### src/hdl/hip_pkg.sv
// Shared types and constants for the heater interlock, hysteresis controller and pump block.
// Holds the register map, the configuration record and the result record.
// No dependencies.
package hip_pkg;

    // Field widths.
    localparam int unsigned TIME_W  = 32;
    localparam int unsigned DELAY_W = 16;
    localparam int unsigned HYST_W  = 8;
    localparam int unsigned TEMP_W  = 12;
    localparam int unsigned DUTY_W  = 10;
    localparam int unsigned IDX_W   = 3;
    localparam int unsigned DATA_W  = 32;

    // Widths of the packed stream words.
    localparam int unsigned IN_DATA_W  = 64;
    localparam int unsigned OUT_DATA_W = 16;

    // Duty levels.
    localparam logic [DUTY_W-1:0] DUTY_OFF   = 10'd0;
    localparam logic [DUTY_W-1:0] DUTY_FULL  = 10'd1023;
    localparam logic [DUTY_W-1:0] DUTY_FORCE = 10'd2;

    // Register indexes.
    localparam logic [IDX_W-1:0] REG_ON_DELAY   = 3'd0;
    localparam logic [IDX_W-1:0] REG_OFF_DELAY  = 3'd1;
    localparam logic [IDX_W-1:0] REG_HYSTERESIS = 3'd2;
    localparam logic [IDX_W-1:0] REG_SAFE_LOW   = 3'd3;
    localparam logic [IDX_W-1:0] REG_SAFE_HIGH  = 3'd4;
    localparam logic [IDX_W-1:0] REG_PUMP_ON    = 3'd5;
    localparam logic [IDX_W-1:0] REG_PUMP_OFF   = 3'd6;

    // Register reset values.
    localparam logic [DELAY_W-1:0]       ON_DELAY_RST   = 16'd500;
    localparam logic [DELAY_W-1:0]       OFF_DELAY_RST  = 16'd5;
    localparam logic [HYST_W-1:0]        HYST_RST       = 8'd4;
    localparam logic signed [TEMP_W-1:0] SAFE_LOW_RST   = 12'sd0;
    localparam logic signed [TEMP_W-1:0] SAFE_HIGH_RST  = 12'sd800;
    localparam logic [TIME_W-1:0]        PUMP_ON_RST    = 32'd30000;
    localparam logic [TIME_W-1:0]        PUMP_OFF_RST   = 32'd10000;

    // Configuration as seen by the evaluation logic.
    typedef struct packed {
        logic [DELAY_W-1:0]       on_delay_ms;
        logic [DELAY_W-1:0]       off_delay_ms;
        logic [HYST_W-1:0]        hysteresis;
        logic signed [TEMP_W-1:0] safe_temp_low;
        logic signed [TEMP_W-1:0] safe_temp_high;
        logic [TIME_W-1:0]        pump_on_time_ms;
        logic [TIME_W-1:0]        pump_off_time_ms;
    } cfg_t;

    // One evaluation request.
    typedef struct packed {
        logic [TIME_W-1:0]        now_ms;
        logic                     level_low_ok;
        logic                     level_high;
        logic signed [TEMP_W-1:0] reference_temp;
        logic signed [TEMP_W-1:0] compared_temp;
    } item_t;

    // One evaluation result.
    typedef struct packed {
        logic [DUTY_W-1:0] heater_duty;
        logic              pump_on;
        logic              heat_permitted;
    } result_t;

endpackage

### src/hdl/hip_cfg_regs.sv
// Configuration register file for the heater interlock block.
// Depends on hip_pkg for the register map and the cfg_t record.
module hip_cfg_regs
(
    input  logic                        clk,
    input  logic                        rst_n,
    input  logic                        wr_en,
    input  logic [hip_pkg::IDX_W-1:0]   wr_index,
    input  logic [hip_pkg::DATA_W-1:0]  wr_data,
    output hip_pkg::cfg_t               cfg
);
    import hip_pkg::*;

    cfg_t cfg_reg;
    cfg_t cfg_next;

    // Decode the write; an unknown index leaves everything as it was.
    always_comb
    begin
        cfg_next = cfg_reg;
        if (wr_en)
        begin
            unique case (wr_index)
                REG_ON_DELAY:   cfg_next.on_delay_ms      = wr_data[DELAY_W-1:0];
                REG_OFF_DELAY:  cfg_next.off_delay_ms     = wr_data[DELAY_W-1:0];
                REG_HYSTERESIS: cfg_next.hysteresis       = wr_data[HYST_W-1:0];
                REG_SAFE_LOW:   cfg_next.safe_temp_low    = $signed(wr_data[TEMP_W-1:0]);
                REG_SAFE_HIGH:  cfg_next.safe_temp_high   = $signed(wr_data[TEMP_W-1:0]);
                REG_PUMP_ON:    cfg_next.pump_on_time_ms  = wr_data[TIME_W-1:0];
                REG_PUMP_OFF:   cfg_next.pump_off_time_ms = wr_data[TIME_W-1:0];
                default:        cfg_next = cfg_reg;
            endcase
        end
    end

    // Register storage with its documented reset values.
    always_ff @(posedge clk or negedge rst_n)
    begin
        if (!rst_n)
        begin
            cfg_reg.on_delay_ms      <= ON_DELAY_RST;
            cfg_reg.off_delay_ms     <= OFF_DELAY_RST;
            cfg_reg.hysteresis       <= HYST_RST;
            cfg_reg.safe_temp_low    <= SAFE_LOW_RST;
            cfg_reg.safe_temp_high   <= SAFE_HIGH_RST;
            cfg_reg.pump_on_time_ms  <= PUMP_ON_RST;
            cfg_reg.pump_off_time_ms <= PUMP_OFF_RST;
        end
        else
        begin
            cfg_reg <= cfg_next;
        end
    end

    assign cfg = cfg_reg;

endmodule

### src/hdl/hip_core.sv
// Interlock, hysteresis controller and pump sequencer with their state registers.
// Produces the result of one evaluation combinationally; state advances on step.
// Depends on hip_pkg for cfg_t, item_t and result_t.
module hip_core
(
    input  logic             clk,
    input  logic             rst_n,
    input  logic             step,
    input  hip_pkg::item_t   item,
    input  hip_pkg::cfg_t    cfg,
    output hip_pkg::result_t result
);
    import hip_pkg::*;

    localparam int unsigned EXT_W = TEMP_W + 2;

    logic [TIME_W-1:0] safe_since_reg,   safe_since_next;
    logic [TIME_W-1:0] unsafe_since_reg, unsafe_since_next;
    logic              permit_reg,       permit_next;
    logic [DUTY_W-1:0] duty_reg,         duty_next;
    logic              pump_reg,         pump_next;
    logic [TIME_W-1:0] last_toggle_reg,  last_toggle_next;

    logic                    safe;
    logic                    withdrawn;
    logic [TIME_W-1:0]       safe_elapsed;
    logic [TIME_W-1:0]       unsafe_elapsed;
    logic [TIME_W-1:0]       pump_elapsed;
    logic [TIME_W-1:0]       pump_period;
    logic signed [EXT_W-1:0] ref_ext;
    logic signed [EXT_W-1:0] cmp_ext;
    logic signed [EXT_W-1:0] hyst_ext;
    logic signed [EXT_W-1:0] band_high;
    logic signed [EXT_W-1:0] band_low;
    logic [DUTY_W-1:0]       duty_ctrl;

    // Safety condition and elapsed times, all modulo 2^32.
    assign safe = item.level_low_ok
                  && (item.reference_temp > cfg.safe_temp_low)
                  && (item.reference_temp < cfg.safe_temp_high);
    assign safe_elapsed   = item.now_ms - safe_since_reg;
    assign unsafe_elapsed = item.now_ms - unsafe_since_reg;
    assign pump_elapsed   = item.now_ms - last_toggle_reg;
    assign pump_period    = pump_reg ? cfg.pump_on_time_ms : cfg.pump_off_time_ms;

    // Hysteresis band around the reference, widened so no sum overflows.
    assign ref_ext   = EXT_W'(item.reference_temp);
    assign cmp_ext   = EXT_W'(item.compared_temp);
    assign hyst_ext  = $signed({{(EXT_W-HYST_W){1'b0}}, cfg.hysteresis});
    assign band_high = ref_ext + hyst_ext;
    assign band_low  = ref_ext - hyst_ext;

    // Bang-bang decision: off above the band, full below it, else hold.
    always_comb
    begin
        if (cmp_ext >= band_high)
        begin
            duty_ctrl = DUTY_OFF;
        end
        else if (cmp_ext <= band_low)
        begin
            duty_ctrl = DUTY_FULL;
        end
        else
        begin
            duty_ctrl = duty_reg;
        end
    end

    // Interlock timers and permit. A start time of zero reads as unset.
    always_comb
    begin
        safe_since_next   = safe_since_reg;
        unsafe_since_next = unsafe_since_reg;
        permit_next       = permit_reg;
        withdrawn         = 1'b0;
        if (safe)
        begin
            unsafe_since_next = '0;
            if (!permit_reg)
            begin
                if (safe_since_reg == '0)
                begin
                    safe_since_next = item.now_ms;
                end
                else if (safe_elapsed >= TIME_W'(cfg.on_delay_ms))
                begin
                    permit_next = 1'b1;
                end
            end
        end
        else
        begin
            safe_since_next = '0;
            if (permit_reg)
            begin
                if (unsafe_since_reg == '0)
                begin
                    unsafe_since_next = item.now_ms;
                end
                else if (unsafe_elapsed >= TIME_W'(cfg.off_delay_ms))
                begin
                    permit_next = 1'b0;
                    withdrawn   = 1'b1;
                end
            end
        end
    end

    // Duty and pump. Without a permit the duty drops and the pump holds.
    always_comb
    begin
        duty_next        = duty_reg;
        pump_next        = pump_reg;
        last_toggle_next = last_toggle_reg;
        if (withdrawn || !permit_next)
        begin
            duty_next = DUTY_OFF;
        end
        else
        begin
            duty_next = duty_ctrl;
            if (duty_ctrl > DUTY_FORCE)
            begin
                pump_next = 1'b1;
            end
            else if (pump_elapsed >= pump_period)
            begin
                last_toggle_next = item.now_ms;
                pump_next        = !pump_reg;
            end
        end
    end

    // State registers advance once per accepted evaluation.
    always_ff @(posedge clk or negedge rst_n)
    begin
        if (!rst_n)
        begin
            safe_since_reg   <= '0;
            unsafe_since_reg <= '0;
            permit_reg       <= 1'b0;
            duty_reg         <= '0;
            pump_reg         <= 1'b0;
            last_toggle_reg  <= '0;
        end
        else if (step)
        begin
            safe_since_reg   <= safe_since_next;
            unsafe_since_reg <= unsafe_since_next;
            permit_reg       <= permit_next;
            duty_reg         <= duty_next;
            pump_reg         <= pump_next;
            last_toggle_reg  <= last_toggle_next;
        end
    end

    assign result.heater_duty    = duty_next;
    assign result.pump_on        = pump_next;
    assign result.heat_permitted = permit_next;

endmodule

### src/hdl/heater_interlock_hysteresis_pump.sv
// Top level of the heater interlock, hysteresis controller and pump block.
// Instantiates hip_cfg_regs and hip_core; depends on hip_pkg.
//
// Usage:
//   The s_ stream carries one control evaluation per transaction. Each is
//   captured in an input register, evaluated from there and its result is
//   loaded into the output register that drives the m_ stream.
//   m_tvalid rises as the result is loaded into the output register, and
//   the item waits in the input register while that register is stalled.
//   Throughput is one evaluation per cycle while the receiver keeps up: the
//   input register refills in the same cycle as its predecessor moves out.
//   The controller state (timers, permit, duty, pump) advances exactly once
//   per evaluation, as it moves into the output register.
//   When the receiver stalls, the result waits in the output register and
//   one more transaction waits in the input register; s_tready then drops.
//   The cfg channel writes one register per transaction and is always ready;
//   writes should only be made while no evaluation is in flight.
//   Reset clears both stages, the controller state and restores the default
//   register values.
module heater_interlock_hysteresis_pump
(
    input  logic                            clk,
    input  logic                            rst_n,
    // Input stream.
    input  logic                            s_tvalid,
    output logic                            s_tready,
    // s_tdata, from bit 0: now_ms[31:0], level_low_ok[32], level_high[33],
    // reference_temp[45:34], compared_temp[57:46], zeros[63:58].
    input  logic [hip_pkg::IN_DATA_W-1:0]   s_tdata,
    // Output stream.
    output logic                            m_tvalid,
    input  logic                            m_tready,
    // m_tdata, from bit 0: heater_duty[9:0], pump_on[10], heat_permitted[11],
    // zeros[15:12].
    output logic [hip_pkg::OUT_DATA_W-1:0]  m_tdata,
    // Configuration write channel.
    input  logic                            cfg_valid,
    output logic                            cfg_ready,
    input  logic [hip_pkg::IDX_W-1:0]       cfg_index,
    input  logic [hip_pkg::DATA_W-1:0]      cfg_data
);
    import hip_pkg::*;

    cfg_t    cfg;
    item_t   item_reg;
    logic    in_valid_reg;
    result_t result;
    result_t out_reg;
    logic    out_valid_reg;
    logic    advance;

    // Configuration registers.
    assign cfg_ready = 1'b1;

    hip_cfg_regs u_cfg
    (
        .clk      (clk),
        .rst_n    (rst_n),
        .wr_en    (cfg_valid & cfg_ready),
        .wr_index (cfg_index),
        .wr_data  (cfg_data),
        .cfg      (cfg)
    );

    // Handshake: the held item moves on when the output slot is free or emptying.
    assign advance  = in_valid_reg && (!out_valid_reg || m_tready);
    assign s_tready = !in_valid_reg || advance;

    // Input stage.
    always_ff @(posedge clk or negedge rst_n)
    begin
        if (!rst_n)
        begin
            in_valid_reg <= 1'b0;
        end
        else if (s_tready)
        begin
            in_valid_reg <= s_tvalid;
        end
    end

    always_ff @(posedge clk)
    begin
        if (s_tvalid && s_tready)
        begin
            item_reg.now_ms         <= s_tdata[31:0];
            item_reg.level_low_ok   <= s_tdata[32];
            item_reg.level_high     <= s_tdata[33];
            item_reg.reference_temp <= $signed(s_tdata[45:34]);
            item_reg.compared_temp  <= $signed(s_tdata[57:46]);
        end
    end

    // Evaluation and controller state.
    hip_core u_core
    (
        .clk    (clk),
        .rst_n  (rst_n),
        .step   (advance),
        .item   (item_reg),
        .cfg    (cfg),
        .result (result)
    );

    // Output stage.
    always_ff @(posedge clk or negedge rst_n)
    begin
        if (!rst_n)
        begin
            out_valid_reg <= 1'b0;
        end
        else if (advance)
        begin
            out_valid_reg <= 1'b1;
        end
        else if (m_tready)
        begin
            out_valid_reg <= 1'b0;
        end
    end

    always_ff @(posedge clk)
    begin
        if (advance)
        begin
            out_reg <= result;
        end
    end

    assign m_tvalid = out_valid_reg;
    assign m_tdata  = {{(OUT_DATA_W - DUTY_W - 2){1'b0}},
                       out_reg.heat_permitted, out_reg.pump_on, out_reg.heater_duty};

endmodule
### config.mk
export PLATFORM = sky130hd
export DESIGN_NAME = heater_interlock_hysteresis_pump
export DESIGN_NICKNAME = d
export VERILOG_FILES = /design/src/hdl/hip_pkg.sv /design/src/hdl/hip_cfg_regs.sv /design/src/hdl/hip_core.sv /design/src/hdl/heater_interlock_hysteresis_pump.sv
export SDC_FILE = /design/constraint.sdc
export NUM_CORES = 1
export LEC_CHECK = 0
export BUFFER_PORTS_ARGS = -buffer_cell sky130_fd_sc_hd__buf_4
export CAP_MARGIN = 5
export CORE_MARGIN = 3
export CORE_UTILIZATION = 39
export DETAILED_ROUTE_END_ITERATION = 8
export RECOVER_POWER = 50
export SLEW_MARGIN = 20
export SYNTH_ARGS = -nofsm -noshare
export SYNTH_HDL_FRONTEND = slang
export SYNTH_SLANG_ARGS = --single-unit
### constraint.sdc
create_clock -name clk -period 6.3 [get_ports clk]
set_input_delay 1.575 -clock clk [delete_from_list [all_inputs] [get_ports clk]]
set_output_delay 1.575 -clock clk [all_outputs]
set_load 0.01 [all_outputs]
# Yosys cells after proc, flatten, opt, wreduce, memory -nomap -nowiden
# Cells that the tools add are included.
[word_totals]
reg_bits = 307
output_inout_bits = 19
wordCells = 98
[op_classes]
n_addsub = 5
magnitude_cmp = 8
n_eq_ne = 8
muxes = 26
bitwise_logic = 2
n_reduce_logical = 27
[op_table]
columns = ["operator", "count"]
rows = [
  ["32-bit two-way mux", 7],
  ["32-bit subtractor", 3],
  ["32-bit by 16-bit >= comparator with 1-bit output", 2],
  ["32-bit logical NOT", 2],
  ["32-bit >= comparator", 1],
  ["10-bit two-way mux", 3],
  ["1-bit two-way mux", 16],
  ["2-bit AND reduction", 7],
  ["12-bit by 9-bit adder with 13-bit output", 1],
  ["12-bit by 13-bit >= comparator with 1-bit output", 1],
  ["12-bit by 13-bit less-or-equal comparator with 1-bit output", 1],
  ["12-bit by 9-bit subtractor with 13-bit output", 1],
  ["12-bit greater-than comparator", 1],
  ["12-bit < comparator", 1],
  ["10-bit by 2-bit greater-than comparator with 1-bit output (second input constant)", 1],
  ["3-bit equality test (second input constant)", 3],
  ["3-bit by 2-bit equality test with 1-bit output (second input constant)", 2],
  ["3-bit AND reduction", 2],
  ["2-bit nonzero test", 3],
  ["1-bit logical AND", 4],
  ["1-bit logical NOT", 4],
  ["2-bit != test (second input constant)", 2],
  ["4-bit AND reduction", 1],
  ["3-bit by 1-bit equality test with 1-bit output (second input constant)", 1],
  ["3 further kinds", 6],
]

# Depth between registers and ports, before layout
[depth]
ltp_word = 10
depth_mapped = 28

# Modules after synthesis
# From an unflattened synthesis, not the netlist that was laid out.
[hier_totals]
cells_unflattened = 2078
area_unflattened_um2 = 20709.9
[modules_own_cells]
columns = ["mod", "instances", "cells_each", "area_each_um2", "seq_area_each_um2"]
rows = [
  ["hip_core", 1, 1717, 13621.8, 2702.6],
  ["hip_cfg_regs", 1, 276, 4837.1, 3233.1],
  ["heater_interlock_hysteresis_pump", 1, 85, 2250.9, 2152.1],
]

# Worst setup path before layout
# OpenSTA, ideal clock, no wires.
[synth_path]
kind = "reg2reg"
start = "reg item_reg[27] in the netlist's numbering"
end = "reg u_core.last_toggle_reg[10]"
setup_ns = 0.128
t_arrival_ns = 4.879
t_required_ns = 6.172
path_slack_ns = 1.293
stages_incl_launch_ff = 25
period_less_slack_ns = 5.007
cell_sequence = "edfxtp_1 ha_1 nor2b_1 o31a_1 o31ai_1 o211a_1 o21ai_0 a31o_2 o21a_1 a31o_2 a21o_1 a21oi_1 xnor2_1 ha_1 a21oi_1 o21ai_0 nand3_1 nand2_1 a2111o_1 a21oi_1 nor2_1 nand2_1 nor3_4 buf_6 mux2_1"
[synth_via]
elab_chain_cells = 10
word_cells_on_any_way = 21
[synth_lines]
columns = ["element", "line_no", "source"]
rows = [
  ["start, declared", "heater_interlock_hysteresis_pump.sv:45", "item_t item_reg;"],
  ["32-bit subtractor (on tied branches)", "hip_core.sv:42, hip_core.sv:41", ""],
  ["32-bit by 16-bit >= comparator with 1-bit output (on tied branches)", "hip_core.sv:101, hip_core.sv:86", ""],
  ["1-bit two-way mux (on tied branches)", "hip_core.sv:101, hip_core.sv:86", ""],
  ["1-bit two-way mux (on tied branches)", "hip_core.sv:97, hip_core.sv:82", ""],
  ["1-bit two-way mux (on tied branches)", "hip_core.sv:95, hip_core.sv:80", ""],
  ["1-bit two-way mux", "hip_core.sv:77", "if (safe)"],
  ["1-bit logical NOT", "hip_core.sv:116", "if (withdrawn || !permit_next)"],
  ["1-bit logical OR", "hip_core.sv:116", ""],
  ["1-bit NOT (no source line)", "n/a", ""],
  ["4-bit AND reduction (no source line) *", "n/a", ""],
  ["end signal, assigned", "hip_core.sv:154", "last_toggle_reg <= last_toggle_next;"],
  ["end, declared", "hip_core.sv:22", "logic [TIME_W-1:0] last_toggle_reg, last_toggle_next;"],
]
# Mark *: on every way between the ends. The rest lies on a longest branch, timed or not.
# A chain may end at the register's enable or synchronous reset.

# Final worst setup path
[layout_path]
start = "reg item_reg[26] in the netlist's numbering"
end = "reg u_core.last_toggle_reg[1]"
# The elaborated chain is that of the path after synthesis.

==> impl_summary.txt <==
----------------------------------------------------
[Floorplanning]
  Initial core utilization ... 39.6%
  Vertical die dimension ... 235 um
  Standard-cell rows ... 83
  Die width ... roughly 230 um
  Floorplan die area ... 0.0551 mm2
  Top-level I/O count ... 123
  Core region area ... 0.0515 mm2

[Worst setup path]
  Worst Setup EP ... u_core.last_toggle_reg[1]$_DFFE_PN0P_
  Worst r2r dst ... u_core.last_toggle_reg[1]$_DFFE_PN0P_
  Arrival time reported for the critical path endpoint ... 6.31 ns
  Required time of the critical path ... 6.72 ns
  Flop2flop setup slack ... 0.42 ns
  Top fanout value on the critical path ... 33
  Depth of the worst register-to-register path ... 25
  Worst Path Class, Setup ... flop to flop
  Type of origin of the critical path ... flop
  Worst setup EP type ... flop
  Startpoint of the worst register-to-register path ... item_reg[26]$_DFFE_PP_
  Launching element of the worst setup path ... item_reg[26]$_DFFE_PP_

[Outcome]
  Violations in the final reports ... max-capacitance violations, max-slew violations
  Status ... finished with violations

[Detailed routing]
  Post-route DRC ... 0
  Total number of vias ... 16000
  First-pass DRT Iterations ... 5
  Final wirelength ... 53.9 mm
  DR iter-0 viols ... 1070
  ANT nets after route ... 0
  Avg WL per Cell ... 18.3 um
  Via/cell ratio ... roughly 5.4

[Yosys]
  Share of the synthesized netlist area taken by xor and xnor gates ... roughly 3.8%
  Post-synth EDFFs ... 69
  Register bit count reported by yosys ... 307
  Synth Flop Type ... sky130_fd_sc_hd__dfrtp_1
  Multiplexer fraction of the synthesized cell area ... 8.16%
  Area of the mapped netlist ... between 0.02 and 0.025 mm2
  Total of warnings raised by yosys ... 0
  Fraction of the mapped netlist area in compound gates ... 16.5%
  Average size of a mapped cell ... 9.58 um2
  Adder and majority cell fraction of the synthesized area ... 14.1%
  Largest family of logic cells by synthesized area ... compound AO/OA/AOI/OAI gates
  Simple-Gate Fraction of Synth Area ... 12.9%
  Distinct cell type count after synthesis ... between 70 and 80
  Gate count after technology mapping ... 2132
  Sequential cell area fraction in the yosys report ... 39.5%
  Async set-reset flop share out of synthesis ... 77.5%

[GRT]
  Global-route wire length before repair ... 86.1 mm
  Pin count of the biggest net entering global routing ... 104
  Global route overflow ... 0
  Most Used Layer, Global Route ... met2
  Met2 GRT Util ... 30.4%
  Vias in the first global route ... around 16000
  Global Route Usage Sum ... roughly a fifth
  Initial antenna violation count ... 1
  Met3 track demand over resource ... about 2.9%
  Met1 demand-to-capacity share in global routing ... 28.0%

[STA]
  Unrepaired setup endpoints after global routing ... false
  Post-route setup slack ... 0.417 ns
  Total count of max-transition violations in the final report ... 257
  Post-route clock period utilization ... between 90 and 100%
  Min cycle time layout ... 5.88 ns
  Hold Vio Cnt, Final ... 0
  Total setup violations reported at the end of the flow ... 0
  Maximum clock frequency ... roughly 170 MHz
  Worst slew margin relative to its limit ... -77.1%
  Worst clock skew ... 0.0224 ns
  Least-Margin Pin Slew ... 2.66 ns
  Worst-case hold slack ... 0.483 ns
  Summed negative setup slack over all endpoints ... 0 ns

[Clocking]
  Clock latency reported for the late side of the worst-skew pair ... 0.56 ns
  CTS root buf ... sky130_fd_sc_hd__clkbuf_16
  Buffer count from post-CTS setup fixing ... 0
  Sink Count ... a little over 300
  CTS H-Tree Depth ... 2
  Clock slew at reported path FFs ... 0.06 ns
  Buffers from clock root to sink, at most ... 3
  Post-cts resize count ... 0
  Hold buffer count at cts ... 0
  Clock tree from TritonCTS ... done
  Number of buffers added by the clock tree synthesis step ... 37

[Final layout]
  Most common library cell in the layout ignoring fill and taps ... sky130_fd_sc_hd__nand2_1
  Layout overhead on the synthesized area ... 13.6%
  Fraction of layout instances using a drive strength above 1 ... 13.9%
  Layout Nets ... 2572
  Fillers ... 4983
  Share of the core filled with cells in the final layout ... 45.0%
  Most frequent cells in the layout ... 250 x sky130_fd_sc_hd__nand2_1, 222 x sky130_fd_sc_hd__ha_1, 213 x sky130_fd_sc_hd__dfrtp_1
  Number of flip-flops under the largest register name ... 128

[Pwr]
  Reported leakage power ... ~10 nW
  Areal power density over the cells ... approximately 400 mW/mm2
  Peak ir drop on the vdd network ... 0.242 mV

[Place]
  Number of input and output port buffers inserted ... 110
  Post-placement setup slack ... 0.213 ns
  Gp weighted congestion ... between 0.9 and 1
  Detailed-placement wirelength estimate ... 40.6 mm

[Hold path]
  Worst Hold Class ... flop to flop

[Flow run]
  Max-cap viol count ... 4

----------------------------------------------------
==> routing by layer <==
metal,routed length (um),vias to the layer above
li1,-,7847
met1,26100,7695
met2,23900,364
met3,2850,63
met4,1000,0
met5,0,-
==> synthesized netlist by cell type (all sizes together), types with 18 or more instances <==
cell,instances,share of area (%)
nand2,250,4.6
ha,222,14
dfrtp,214,26
inv,188,3.5
o21ai,184,4.5
a21oi,116,2.8
mux2,116,6.4
nor2,92,1.7
edfxtp,69,10
xnor2,62,2.7
a21o,55,2.0
clkbuf,54,0.99
o21a,41,1.5
mux2i,36,1.8
nor3,30,0.79
nand2b,29,0.89
nand3,28,0.69
nand4,28,0.86
xor2,26,1.1
nor4,25,0.80
dfstp,24,3.1
buf,20,0.60
o211ai,19,0.70
a211oi,18,0.69
==> critical path, cell delays in order (launching register included) <==
cell	delay, ns
sky130_fd_sc_hd__edfxtp_1	0.38
sky130_fd_sc_hd__inv_1	0.21
sky130_fd_sc_hd__ha_1	0.21
sky130_fd_sc_hd__inv_1	0.05
sky130_fd_sc_hd__fa_1	0.42
sky130_fd_sc_hd__a211o_1	0.30
sky130_fd_sc_hd__a21oi_1	0.18
sky130_fd_sc_hd__nand3b_1	0.24
sky130_fd_sc_hd__a21o_1	0.19
sky130_fd_sc_hd__nand2_1	0.07
sky130_fd_sc_hd__xor2_1	0.17
sky130_fd_sc_hd__ha_1	0.20
sky130_fd_sc_hd__a211o_1	0.30
sky130_fd_sc_hd__a211oi_1	0.21
sky130_fd_sc_hd__and3_1	0.17
sky130_fd_sc_hd__o21ai_0	0.12
sky130_fd_sc_hd__o211ai_1	0.16
sky130_fd_sc_hd__nand4b_1	0.14
sky130_fd_sc_hd__nor4_1	0.39
sky130_fd_sc_hd__nand4_1	0.18
sky130_fd_sc_hd__nor4_1	0.29
sky130_fd_sc_hd__o21ai_1	0.09
sky130_fd_sc_hd__buf_4	0.20
sky130_fd_sc_hd__nor3_4	0.19
sky130_fd_sc_hd__buf_6	0.31
sky130_fd_sc_hd__mux2_2	0.37
==> power by group <==
group | switching (mW) | internal, mW
Sequential | 0.311 | 2.50
Clock | 0.868 | 1.25
Combinational | 2.45 | 1.91
==> through the flow <==
| step | cell area, um2 | std cells | total power, mW |
|---|---|---|---|
| 2_1_floorplan | 20400 | 2135 | 6.00 |
| 3_3_place_gp | 22100 | 2882 | 7.02 |
| 4_1_cts | 23300 | 2950 | 9.34 |
| 5_1_grt | 23200 | 2950 | 10.1 |
| 3_5_place_dp | 22100 | 2882 | 7.15 |
| 6_report | 23200 | 2951 | 9.28 |
==> cells by family after synthesis <==
kind of cell               Yosys count
AOI/OAI and AO/OA                  535
xor gates and xnor gates            88
adders and majority gates          227
buffers and inverters              262
DFF                                307
muxes                              152
other                                2
and+or+nand+nor                    559
==> worst min path at each step <==
stage	startpoint	to	depth (start not counted)
after global routing	u_core.last_toggle_reg[9]$_DFFE_PN0P_	u_core.last_toggle_reg[9]$_DFFE_PN0P_	1
after CTS	u_core.safe_since_reg[12]$_DFFE_PN0P_	u_core.safe_since_reg[12]$_DFFE_PN0P_	2
after detailed placement	u_core.unsafe_since_reg[11]$_DFFE_PN0P_	u_core.unsafe_since_reg[11]$_DFFE_PN0P_	2
after global placement	u_core.unsafe_since_reg[11]$_DFFE_PN0P_	u_core.unsafe_since_reg[11]$_DFFE_PN0P_	2
after floorplan	u_core.safe_since_reg[11]$_DFFE_PN0P_	u_core.safe_since_reg[11]$_DFFE_PN0P_	2
final	u_core.safe_since_reg[12]$_DFFE_PN0P_	u_core.safe_since_reg[12]$_DFFE_PN0P_	2
==> layout make-up <==
class / instances / area (um2) / share of cell area (%)
Sequential cell: 307 / 8060 / 34.7
Tap cell: 680 / 851 / 3.67
Clock buffer: 54 / 1050 / 4.54
Multi-Input combinational cell: 1566 / 11400 / 49.0
Clock inverter: 14 / 129 / 0.555
Antenna cell: 1 / 2.50 / 0.0108
Timing Repair Buffer: 141 / 1030 / 4.43
Inverter: 188 / 706 / 3.04
(Power assumes the default switching activity.)
